### src/rtl/bdpc_pkg.sv
// ----------------------------------------------------------------------------
// bdpc_pkg: shared types and constants of the button press classifier
// Register indexes, reset values of the setup registers and the structs
// that travel between the lanes, the combo timer and the top level.
// ----------------------------------------------------------------------------
package bdpc_pkg;

   localparam int TIME_W  = 32;
   localparam int CFG_W   = 16;
   localparam int FIELD_W = 4;
   localparam int INDEX_W = 2;

   typedef enum logic [INDEX_W-1:0] {
      CSR_DEBOUNCE   = 2'd0,
      CSR_LONG_PRESS = 2'd1,
      CSR_COMBO_HOLD = 2'd2
   } csr_index_type;

   localparam logic [CFG_W-1:0] DEBOUNCE_RESET   = 16'd50;
   localparam logic [CFG_W-1:0] LONG_PRESS_RESET = 16'd1000;
   localparam logic [CFG_W-1:0] COMBO_HOLD_RESET = 16'd3000;

   typedef struct packed {
      logic [CFG_W-1:0] debounce_ms;
      logic [CFG_W-1:0] long_hold_ms;
      logic [CFG_W-1:0] combo_hold_ms;
   } cfg_type;

   typedef struct packed {
      logic short_hit;
      logic long_hit;
      logic held;
   } lane_result_type;

endpackage

### src/rtl/bdpc_if.sv
// ----------------------------------------------------------------------------
// bdpc channel interfaces
// Valid/ready channels for polls, results and setup register writes.
// ----------------------------------------------------------------------------
interface bdpc_req_if;
   logic        valid;
   logic        ready;
   logic [31:0] now_ms;
   logic [3:0]  raw_levels;
   modport source (output valid, output now_ms, output raw_levels, input ready);
   modport sink (input valid, input now_ms, input raw_levels, output ready);
endinterface

interface bdpc_rsp_if;
   logic       valid;
   logic       ready;
   logic [3:0] short_press_mask;
   logic [3:0] long_press_mask;
   logic       combo_fired;
   logic [3:0] held_mask;
   modport source (output valid, output short_press_mask, output long_press_mask,
                   output combo_fired, output held_mask, input ready);
   modport sink (input valid, input short_press_mask, input long_press_mask,
                 input combo_fired, input held_mask, output ready);
endinterface

interface bdpc_csr_if;
   logic        valid;
   logic        ready;
   logic [1:0]  index;
   logic [15:0] data;
   modport source (output valid, output index, output data, input ready);
   modport sink (input valid, input index, input data, output ready);
endinterface

### src/rtl/bdpc_lane.sv
// ----------------------------------------------------------------------------
// bdpc_lane: debounce and press timing for one button
// Tracks the raw and debounced level of one button and flags short and
// long presses for each poll it is stepped with.
// ----------------------------------------------------------------------------
module bdpc_lane
   import bdpc_pkg::*;
(
   input  logic                 clock,
   input  logic                 reset,
   input  logic                 step,
   input  logic                 level,
   input  logic [TIME_W-1:0]    now_ms,
   input  cfg_type              cfg,
   output lane_result_type      result
);

   logic              stable_ff, stable_in;
   logic              prev_raw_ff;
   logic              long_rep_ff, long_rep_in;
   logic [TIME_W-1:0] change_time_ff, change_time_in;
   logic [TIME_W-1:0] press_start_ff, press_start_in;
   logic [TIME_W-1:0] since_change;
   logic [TIME_W-1:0] since_press;
   logic              settled;
   logic              reached_long;

   assign since_change = now_ms - change_time_ff;
   assign since_press  = now_ms - press_start_ff;
   // A fresh raw edge restarts the window, so it can never count as settled.
   assign settled      = (level == prev_raw_ff) &&
                         (since_change > {{(TIME_W-CFG_W){1'b0}}, cfg.debounce_ms});
   assign reached_long = since_press >= {{(TIME_W-CFG_W){1'b0}}, cfg.long_hold_ms};

   always_comb begin
      stable_in      = stable_ff;
      long_rep_in    = long_rep_ff;
      press_start_in = press_start_ff;
      change_time_in = (level != prev_raw_ff) ? now_ms : change_time_ff;
      result         = '0;
      if (step && settled) begin
         if (level != stable_ff) begin
            stable_in = level;
            if (!level) begin
               press_start_in = now_ms;
               long_rep_in    = 1'b0;
            end else if (!long_rep_ff && !reached_long) begin
               result.short_hit = 1'b1;
            end
         end else if (!level && !long_rep_ff && reached_long) begin
            long_rep_in     = 1'b1;
            result.long_hit = 1'b1;
         end
      end
      result.held = step ? !stable_in : !stable_ff;
   end

   always_ff @(posedge clock) begin
      if (reset) begin
         stable_ff      <= 1'b1;
         prev_raw_ff    <= 1'b1;
         long_rep_ff    <= 1'b0;
         change_time_ff <= '0;
         press_start_ff <= '0;
      end else if (step) begin
         stable_ff      <= stable_in;
         prev_raw_ff    <= level;
         long_rep_ff    <= long_rep_in;
         change_time_ff <= change_time_in;
         press_start_ff <= press_start_in;
      end
   end

endmodule

### src/rtl/bdpc_combo.sv
// ----------------------------------------------------------------------------
// bdpc_combo: two-button combo hold timer
// Times how long buttons zero and one are both raw-pressed and fires once
// per hold when the hold time is reached.
// ----------------------------------------------------------------------------
module bdpc_combo
   import bdpc_pkg::*;
(
   input  logic              clock,
   input  logic              reset,
   input  logic              step,
   input  logic              both_low,
   input  logic [TIME_W-1:0] now_ms,
   input  logic [CFG_W-1:0]  combo_hold_ms,
   output logic              fire
);

   logic              running_ff;
   logic              reported_ff;
   logic [TIME_W-1:0] start_ff;
   logic [TIME_W-1:0] held_for;

   assign held_for = now_ms - start_ff;
   // The first poll of a hold only starts the timer.
   assign fire = both_low && running_ff && !reported_ff &&
                 (held_for >= {{(TIME_W-CFG_W){1'b0}}, combo_hold_ms});

   always_ff @(posedge clock) begin
      if (reset) begin
         running_ff  <= 1'b0;
         reported_ff <= 1'b0;
         start_ff    <= '0;
      end else if (step) begin
         if (!both_low) begin
            running_ff  <= 1'b0;
            reported_ff <= 1'b0;
         end else if (!running_ff) begin
            running_ff  <= 1'b1;
            reported_ff <= 1'b0;
            start_ff    <= now_ms;
         end else if (fire) begin
            reported_ff <= 1'b1;
         end
      end
   end

endmodule

### src/rtl/button_debounce_press_classifier_unit.sv
// ----------------------------------------------------------------------------
// button_debounce_press_classifier_unit: debounced button press classifier
// Debounces up to BUTTON_COUNT buttons in parallel lanes, reports short and
// long presses and a two-button combo hold for every poll.
//
// Usage:
//   req carries one poll per item: a millisecond timestamp and the raw
//   active-low levels of four buttons. Every poll yields exactly one item
//   on rsp with the short-press, long-press and held masks and the combo
//   flag. csr writes the debounce, long-press and combo hold times by
//   register index; it is always ready and should only be written while
//   no poll is in flight.
//   A poll's result appears on rsp in the cycle after the poll is accepted.
//   Throughput is one poll per cycle while rsp is ready: every lane and the combo timer finish
//   their compares and state update in the cycle the poll is accepted, and
//   the result sits in an output register.
//   When rsp stalls, the result is held and req accepts a new poll only in
//   a cycle where the output register is empty or being emptied.
//   Reset (synchronous) restores the default times, marks every button as
//   released, clears the combo timer and empties the output register.
// ----------------------------------------------------------------------------
module button_debounce_press_classifier_unit
   import bdpc_pkg::*;
#(
   parameter int BUTTON_COUNT = 4
)
(
   input  logic       clock,
   input  logic       reset,
   bdpc_req_if.sink   req_chan,
   bdpc_rsp_if.source rsp_chan,
   bdpc_csr_if.sink   csr_chan
);

   cfg_type                  cfg_ff;
   logic                     accept;
   logic                     combo_poll;
   logic                     lane_step;
   logic                     combo_fire;
   lane_result_type          lane_res [BUTTON_COUNT];
   logic [FIELD_W-1:0]       short_in, long_in, held_in;
   logic                     rsp_valid_ff;
   logic [FIELD_W-1:0]       short_ff, long_ff, held_ff;
   logic                     combo_ff;

   assign accept     = req_chan.valid && req_chan.ready;
   assign combo_poll = (req_chan.raw_levels[1:0] == 2'b00);
   assign lane_step  = accept && !combo_poll;

   assign req_chan.ready = !rsp_valid_ff || rsp_chan.ready;
   assign csr_chan.ready = 1'b1;

   always_ff @(posedge clock) begin
      if (reset) begin
         cfg_ff.debounce_ms   <= DEBOUNCE_RESET;
         cfg_ff.long_hold_ms  <= LONG_PRESS_RESET;
         cfg_ff.combo_hold_ms <= COMBO_HOLD_RESET;
      end else if (csr_chan.valid) begin
         case (csr_chan.index)
            CSR_DEBOUNCE:   cfg_ff.debounce_ms   <= csr_chan.data;
            CSR_LONG_PRESS: cfg_ff.long_hold_ms  <= csr_chan.data;
            CSR_COMBO_HOLD: cfg_ff.combo_hold_ms <= csr_chan.data;
            default: ;
         endcase
      end
   end

   bdpc_combo u_combo (
      .clock         (clock),
      .reset         (reset),
      .step          (accept),
      .both_low      (combo_poll),
      .now_ms        (req_chan.now_ms),
      .combo_hold_ms (cfg_ff.combo_hold_ms),
      .fire          (combo_fire)
   );

   for (genvar i = 0; i < BUTTON_COUNT; i++) begin : g_lane
      logic level;
      // Buttons beyond the input field always read as released.
      if (i < FIELD_W) begin : g_wired
         assign level = req_chan.raw_levels[i];
      end else begin : g_idle
         assign level = 1'b1;
      end
      bdpc_lane u_lane (
         .clock  (clock),
         .reset  (reset),
         .step   (lane_step),
         .level  (level),
         .now_ms (req_chan.now_ms),
         .cfg    (cfg_ff),
         .result (lane_res[i])
      );
   end

   // Merge: gather the lanes that fit in the result fields.
   for (genvar b = 0; b < FIELD_W; b++) begin : g_merge
      if (b < BUTTON_COUNT) begin : g_used
         assign short_in[b] = lane_res[b].short_hit;
         assign long_in[b]  = lane_res[b].long_hit;
         assign held_in[b]  = lane_res[b].held;
      end else begin : g_unused
         assign short_in[b] = 1'b0;
         assign long_in[b]  = 1'b0;
         assign held_in[b]  = 1'b0;
      end
   end

   always_ff @(posedge clock) begin
      if (reset) begin
         rsp_valid_ff <= 1'b0;
      end else if (accept) begin
         rsp_valid_ff <= 1'b1;
      end else if (rsp_chan.ready) begin
         rsp_valid_ff <= 1'b0;
      end
   end

   always_ff @(posedge clock) begin
      if (accept) begin
         short_ff <= short_in;
         long_ff  <= long_in;
         held_ff  <= held_in;
         combo_ff <= combo_fire;
      end
   end

   assign rsp_chan.valid            = rsp_valid_ff;
   assign rsp_chan.short_press_mask = short_ff;
   assign rsp_chan.long_press_mask  = long_ff;
   assign rsp_chan.combo_fired      = combo_ff;
   assign rsp_chan.held_mask        = held_ff;

endmodule

### src/flat_wrapper.sv
// flat-port wrapper written by rule: the top's interface ports become plain ports
module button_debounce_press_classifier_unit_flat import bdpc_pkg::*;
#(
   parameter int BUTTON_COUNT = 4
)
  (clock, reset, req_chan_valid, req_chan_now_ms, req_chan_raw_levels, req_chan_ready, rsp_chan_valid, rsp_chan_short_press_mask, rsp_chan_long_press_mask, rsp_chan_combo_fired, rsp_chan_held_mask, rsp_chan_ready, csr_chan_valid, csr_chan_index, csr_chan_data, csr_chan_ready);
  bdpc_req_if req_chan_i ();
  bdpc_rsp_if rsp_chan_i ();
  bdpc_csr_if csr_chan_i ();
  input  logic clock;
  input  logic reset;
  input wire logic [$bits(req_chan_i.valid)-1:0] req_chan_valid;
  input wire logic [$bits(req_chan_i.now_ms)-1:0] req_chan_now_ms;
  input wire logic [$bits(req_chan_i.raw_levels)-1:0] req_chan_raw_levels;
  output wire logic [$bits(req_chan_i.ready)-1:0] req_chan_ready;
  output wire logic [$bits(rsp_chan_i.valid)-1:0] rsp_chan_valid;
  output wire logic [$bits(rsp_chan_i.short_press_mask)-1:0] rsp_chan_short_press_mask;
  output wire logic [$bits(rsp_chan_i.long_press_mask)-1:0] rsp_chan_long_press_mask;
  output wire logic [$bits(rsp_chan_i.combo_fired)-1:0] rsp_chan_combo_fired;
  output wire logic [$bits(rsp_chan_i.held_mask)-1:0] rsp_chan_held_mask;
  input wire logic [$bits(rsp_chan_i.ready)-1:0] rsp_chan_ready;
  input wire logic [$bits(csr_chan_i.valid)-1:0] csr_chan_valid;
  input wire logic [$bits(csr_chan_i.index)-1:0] csr_chan_index;
  input wire logic [$bits(csr_chan_i.data)-1:0] csr_chan_data;
  output wire logic [$bits(csr_chan_i.ready)-1:0] csr_chan_ready;
  assign req_chan_i.valid = req_chan_valid;
  assign req_chan_i.now_ms = req_chan_now_ms;
  assign req_chan_i.raw_levels = req_chan_raw_levels;
  assign req_chan_ready = req_chan_i.ready;
  assign rsp_chan_valid = rsp_chan_i.valid;
  assign rsp_chan_short_press_mask = rsp_chan_i.short_press_mask;
  assign rsp_chan_long_press_mask = rsp_chan_i.long_press_mask;
  assign rsp_chan_combo_fired = rsp_chan_i.combo_fired;
  assign rsp_chan_held_mask = rsp_chan_i.held_mask;
  assign rsp_chan_i.ready = rsp_chan_ready;
  assign csr_chan_i.valid = csr_chan_valid;
  assign csr_chan_i.index = csr_chan_index;
  assign csr_chan_i.data = csr_chan_data;
  assign csr_chan_ready = csr_chan_i.ready;
  button_debounce_press_classifier_unit #(.BUTTON_COUNT(BUTTON_COUNT)) u_core (.clock(clock), .reset(reset), .req_chan(req_chan_i), .rsp_chan(rsp_chan_i), .csr_chan(csr_chan_i));
endmodule
### config.mk
export PLATFORM = sky130hd
export DESIGN_NAME = button_debounce_press_classifier_unit_flat
export DESIGN_NICKNAME = d
export VERILOG_FILES = /design/src/rtl/bdpc_pkg.sv /design/src/rtl/bdpc_if.sv /design/src/rtl/bdpc_lane.sv /design/src/rtl/bdpc_combo.sv /design/src/rtl/button_debounce_press_classifier_unit.sv /design/src/flat_wrapper.sv
export SDC_FILE = /design/constraint.sdc
export NUM_CORES = 1
export LEC_CHECK = 0
export BUFFER_PORTS_ARGS = -buffer_cell sky130_fd_sc_hd__buf_4
export CELL_PAD_IN_SITES_DETAIL_PLACEMENT = 1
export CELL_PAD_IN_SITES_GLOBAL_PLACEMENT = 2
export CORE_MARGIN = 1
export CORE_UTILIZATION = 40
export CTS_CLUSTER_DIAMETER = 50
export DETAILED_ROUTE_END_ITERATION = 8
export PLACE_DENSITY = 0.91
export SYNTH_ARGS = -nofsm -noshare
export SYNTH_HDL_FRONTEND = slang
export SYNTH_SLANG_ARGS = --single-unit
### constraint.sdc
create_clock -name clock -period 14.95 [get_ports clock]
set_input_delay 0.7475 -clock clock [delete_from_list [all_inputs] [get_ports clock]]
set_output_delay 0.7475 -clock clock [all_outputs]
set_load 0.01 [all_outputs]
; Word level (Yosys, flattened, before mapping)
; Index checks and enable logic that the tools add are counted.
[op_classes]
n_addsub = 9
n_lt_le_gt_ge = 9
n_eq_ne = 19
muxes = 38
bitwise = 9
n_reduce_logical = 81
[ops]
columns = cell, n
row1 = $sub 32x32->32, 9
row2 = $ge 32x16->1, 5
row3 = $gt 32x16->1, 4
row4 = $mux 1, 38
row5 = $reduce_and 4->1, 8
row6 = $logic_and 1x1->1, 25
row7 = $logic_not 1->1, 23
row8 = $reduce_and 2->1, 8
row9 = $reduce_and 3->1, 5
row10 = $reduce_bool 2->1, 5
row11 = $not 1->1, 9
row12 = $ne 1x1->1, 8
row13 = $ne 2x2->1 const B, 4
row14 = $reduce_or 2->1, 4
row15 = $eq 1x1->1, 4
row16 = $logic_not 2->1, 2
row17 = $ne 3x3->1 const B, 1
row18 = $eq 2x1->1 const B, 1
row19 = $eq 2x2->1 const B, 1
row20 = $logic_or 1x1->1, 1
[totals]
ff_bits = 364
in_bits = 59
output_inout_bits = 16
wordCells = 202

; Longest topological paths before layout
[depth]
depth_word = 8
ltp_mapped = 26
mapped_depth_nobuf = 24

; Modules after synthesis
; A second synthesis with hierarchy kept.
[unflattened]
hier_cells = 4949
hier_area_um2 = 36321.1
[modules_own_cells]
columns = module, n_inst, cells_each, area_per_inst_um2, seq_area_each_um2
row1 = bdpc_lane (u_core.g_lane[1].u_lane ...), 2, 1082, 7791.2, 1341.3
row2 = bdpc_lane (u_core.g_lane[0].u_lane), 1, 1044, 7302.0, 1341.3
row3 = bdpc_lane (u_core.g_lane[3].u_lane), 1, 997, 7297.0, 1341.3
row4 = bdpc_combo, 1, 534, 3728.6, 680.7
row5 = button_debounce_press_classifier_unit, 1, 210, 2411.1, 1371.3

; Worst setup path before layout
; OpenSTA, ideal clock, no wires.
[synth_path]
kind = input to register
startpoint = in req_chan_now_ms[0]
endpoint = reg (tool-made name)
setup_ns = 0.127
arrival_ns = 5.500
t_required_ns = 14.823
setup_slack_ns = 9.323
cell_stages = 24
path_buffers = 2
path_cell_list = clkbuf_1 > inv_1 > ha_1 > fa_1 > nand2b_1 > a211oi_2 > nor2_1 > o21ai_0 > a21o_1 > a21oi_1 > xnor2_1 > ha_1 > nand4_1 > or2_2 > a211oi_1 > nor4b_1 > nor2_1 > nor4_2 > nand4_1 > or4_4 > nor4b_4 > buf_6 > o21ai_2 > or3_1
[synth_lines]
columns = item, line
row1 = "start, declared", flat_wrapper.sv:13  ; input wire logic [$bits(req_chan_i.now_ms)-1:0] req_chan_now_ms;

; Worst setup path after layout
[layout_path]
startpoint = in req_chan_now_ms[1]
endpoint = reg u_core.g_lane[0].u_lane.press_start_ff[5]
[layout_via]
elab_chain_len = 5
[layout_rtl]
columns = item, line
row1 = $sub 32x32->32, bdpc_lane.sv:28  ; assign since_change = now_ms - change_time_ff;
row2 = $gt 32x16->1, bdpc_lane.sv:32  ; (since_change > {{(TIME_W-CFG_W){1'b0}}, cfg.debounce_ms});
row3 = $logic_and 1x1->1, bdpc_lane.sv:31  ; assign settled = (level == prev_raw_ff) &&
row4 = $logic_and 1x1->1, bdpc_lane.sv:41  ; if (step && settled) begin
row5 = $reduce_and 4->1 (no source line), n/a
row6 = "end signal, assigned", bdpc_lane.sv:70  ; press_start_ff <= press_start_in;
row7 = "end, declared", bdpc_lane.sv:22  ; logic [TIME_W-1:0] press_start_ff, press_start_in;
; Every way passes these cells.
; A chain may end at the register's enable or synchronous reset.

==> metrics.md <==
| Metric | Value |
|---|---|
| Count leader, synth | `nand2_1` |
| HP Class | `in -> reg` |
| Final worst slack | `about 8.2 ns` |
| Number of synthesized flops with an enable pin | `13` |
| DR iter-0 viols | `1839` |
| MaxCap Viol Count | `0` |
| Mapped Cells | `around 4700` |
| CP Launch Type | `primary input` |
| Max clock buf depth | `3` |
| Postcts setup bufs | `0` |
| DR vias/cell | `5.88` |
| Status | `finished, final reports clean` |
| Arrival @ worst endpoint | `7.21 ns` |
| Reg area | `around 0.0074 sq mm` |
| DRT antenna net count | `0` |
| GRT Util Overall | `28.6%` |
| Setup CP Type | `in -> reg` |
| WHS | `0.365 ns` |
| Sequential share of the synthesized area | `between 20% and 30%` |
| # fillers | `10500` |
| Total CTS buffers | `74` |
| CP most frequent cell | `o21ai_0` |
| Cell Rows | `roughly 110` |
| Period utilisation layout | `45.0%` |
| Delay-heaviest family, CP | `simple AND/OR/NAND/NOR gates` |
| CTS sink count | `364` |
| Initial Util | `40.6%` |
| Pwr Density | `102 mW/mm^2` |
| Final Skew | `around 0.039 ns` |
| Post-route total power | `3.89 mW` |
| Initial antenna violation count | `0` |
| Worst slack at placement | `between 7 and 8 ns` |
| Worst Max-Slew Pin Slew | `~1.2 ns` |
| Routed vias | `~34000` |
| Io pins | `75` |
| CTS tree | `done` |
| WP buf/inv | `3` |
| H-Tree Depth | `3` |
| Top FF cell, synth | `dfxtp_1` |
| Endpoints failing setup | `0` |
| Largest net degree at the start of global routing | `between 80 and 90` |
| Count of warnings emitted by yosys | `0` |
| Final HPWL from detailed placement | `~90 mm` |
| RSZ-0062 raised after global routing | `no` |
| # DRC | `0` |
| Routed WL | `126 mm` |
| Ys async rst share | `0%` |
| CP endpoint kind | `flip-flop` |
| Grt ovf | `0` |
| Area occupied by multi-input gates | `0.0243 sq mm` |
| Synth area leader | `dfxtp_1` |
| Post-Syn Area | `0.0342 sq mm` |
| TritonRoute pass-1 iters | `5` |
| Crit-path cells | `buf_4 > inv_1 > fa_1 > nand2b_1 > a211oi_1 > o2111ai_1 > nand2_1 > nor2_1 > o21ai_0 > xor2_1 > ha_1 > and4_1 > nand4_1 > or3_1 > o21ai_0 > o21ai_0 > or4_1 > nor4_1 > nor2_4 > buf_4 > mux2i_1 > nor2_1` |
| Clock-pin slew on the worst setup and hold paths | `roughly 0.06 ns` |
| Tmin final | `approximately 6.7 ns` |
| Total negative slack | `0 ns` |
| Die W | `294 um` |
| Nets | `5126` |
| Vias in the first global route | `34900` |
| First-pass GRT wire length | `195 mm` |
| Hold-fix buffers, CTS | `0` |
| Slowest cell on crit path | `nor4_1` |
| Fmax | `0.149 GHz` |
| Share of the synthesized area in the top cell type | `20.6%` |
| Gp weighted congestion | `slightly above 0.9` |
| Final hold vios | `0` |
| Critical path required time | `approximately 15 ns` |
| Synth Area per Inst | `just over 7 sq um` |
| Die ar. | `0.0866 sq mm` |
| Worst slew margin | `17.4%` |
| Die Ht | `294 um` |
| P_leak | `14.6 nW` |
| Layout cells sized above 1 | `6.77%` |
| Top cells by count, synth | `nand2_1, a21oi_1, ha_1` |
| Area contributors post-synth | `dfxtp_1, ha_1, a21oi_1` |
| Yosys reg bits | `364` |
| Crit-path max cell delay | `1.05 ns` |
| CTS resizes | `0` |
| DR WL/cell | `roughly 22 um` |
| Max Slew Vio Count | `0` |
| Core Area | `approximately 0.084 sq mm` |
| Final core occ | `45.3%` |
| Clock root cell | `clkbuf_16` |
| Layout area overhead | `11.6%` |
| Worst IR Drop VDD | `around 0.078 mV` |
| Worst-Skew Late Latency | `0.65 ns` |
| Syn_nets | `5186` |
| PortBufs | `73` |
| Crit path max fanout | `33` |
| Post-synth cell types | `roughly 90` |
==> logic make-up (layout without fill, tap and decap cells) <==
| group | after synthesis | in the layout | synth area share (%) |
|---|---|---|---|
| and+or+nand+nor | 1532 | 1532 | 21.1 |
| other | 1 | 2 | 0.0110 |
| xor gates and xnor gates | 187 | 187 | 4.79 |
| adders and majority gates | 432 | 432 | 16.0 |
| DFF | 364 | 364 | 21.7 |
| buffers and inverters | 637 | 639 | 7.16 |
| AOI/OAI and AO/OA | 1445 | 1445 | 26.3 |
| muxes | 97 | 97 | 2.86 |
==> worst register-to-register path, delay by kind of cell (launching register included) <==
| kind | cells | cell delay [ns] |
|---|---|---|
| compound gates | 7 | 1.49 |
| flops | 1 | 0.37 |
| xor+xnor | 1 | 0.15 |
| mux | 1 | 0.27 |
| buf+inv | 2 | 0.41 |
| simple gates | 11 | 3.02 |
| fa+ha+maj | 2 | 0.55 |
==> through the flow <==
step                      cell area [sq um]  std cells
after CTS                             38100       5831
after global routing                  38100       5831
after floorplan                       34200       4695
after detailed placement              35400       5693
after global placement                35400       5693
final                                 38100       5832
==> cell usage in the layout (no fill, tap or decap), drive strengths merged, types with 92 or more instances in the layout <==
cell type / count
nand2: 662
a21oi: 575
ha: 423
inv: 419
dfxtp: 351
nor2: 281
o21ai: 264
nand3: 121
a21o: 117
xnor2: 111
buf: 99
mux2i: 92
==> sequential cells by signal, indices dropped and copies added, names as in the netlist, named ones only <==
register / flops
u_core.cfg_ff: 48
u_core.g_lane.u_lane.change_time_ff: 128
u_core.g_lane.u_lane.long_rep_ff: 4
u_core.g_lane.u_lane.press_start_ff: 128
u_core.g_lane.u_lane.prev_raw_ff: 4
u_core.rsp_chan.combo_fired: 1
u_core.rsp_chan.held_mask: 4
u_core.rsp_chan.long_press_mask: 4
u_core.rsp_chan.short_press_mask: 4
u_core.rsp_chan.valid: 1
u_core.u_combo.reported_ff: 1
u_core.u_combo.running_ff: 1
u_core.u_combo.start_ff: 32
==> routing by layer <==
metal  wire (um)  global-route usage [%]  vias to the layer above
met5           0                       0                        -
met4        4590                    10.6                        0
met3        4610                    3.45                      209
met2       60200                    50.1                      650
met1       56300                    35.7                    16900
li1            -                       -                    16600
==> final cells by class <==
type / instances / share of cell area [%]
antenna: 1 / 0.00656
clock buffer: 88 / 5.32
clock inverter: 50 / 1.72
inverter: 402 / 3.96
multi-input combinational: 3694 / 63.9
sequential: 364 / 19.5
tap: 1134 / 3.72
timing repair buffer: 99 / 1.97
==> report_power, final <==
part	internal, mW	switching, mW	leakage, nW
Sequential	1.01	0.0185	2.98
Combinational	0.397	0.675	10.3
Clock	1.13	0.654	1.30
Total	2.54	1.35	14.6
==> path summary, 6_finish.rpt <==
kind	slack (ns)	start	cells after the start	endpoint
setup reg to reg	8.54	u_core.g_lane[0].u_lane.change_time_ff[1]	24	u_core.g_lane[0].u_lane.press_start_ff[5]
hold / removal	0.36	req_chan_raw_levels[3]	3	u_core.g_lane[3].u_lane.prev_raw_ff
hold reg to reg	0.45	u_core.g_lane[0].u_lane.change_time_ff[25]	2	u_core.g_lane[0].u_lane.change_time_ff[25]
setup / recovery	8.22	req_chan_now_ms[1]	22	u_core.g_lane[0].u_lane.press_start_ff[5]
(Power assumes the default switching activity.)
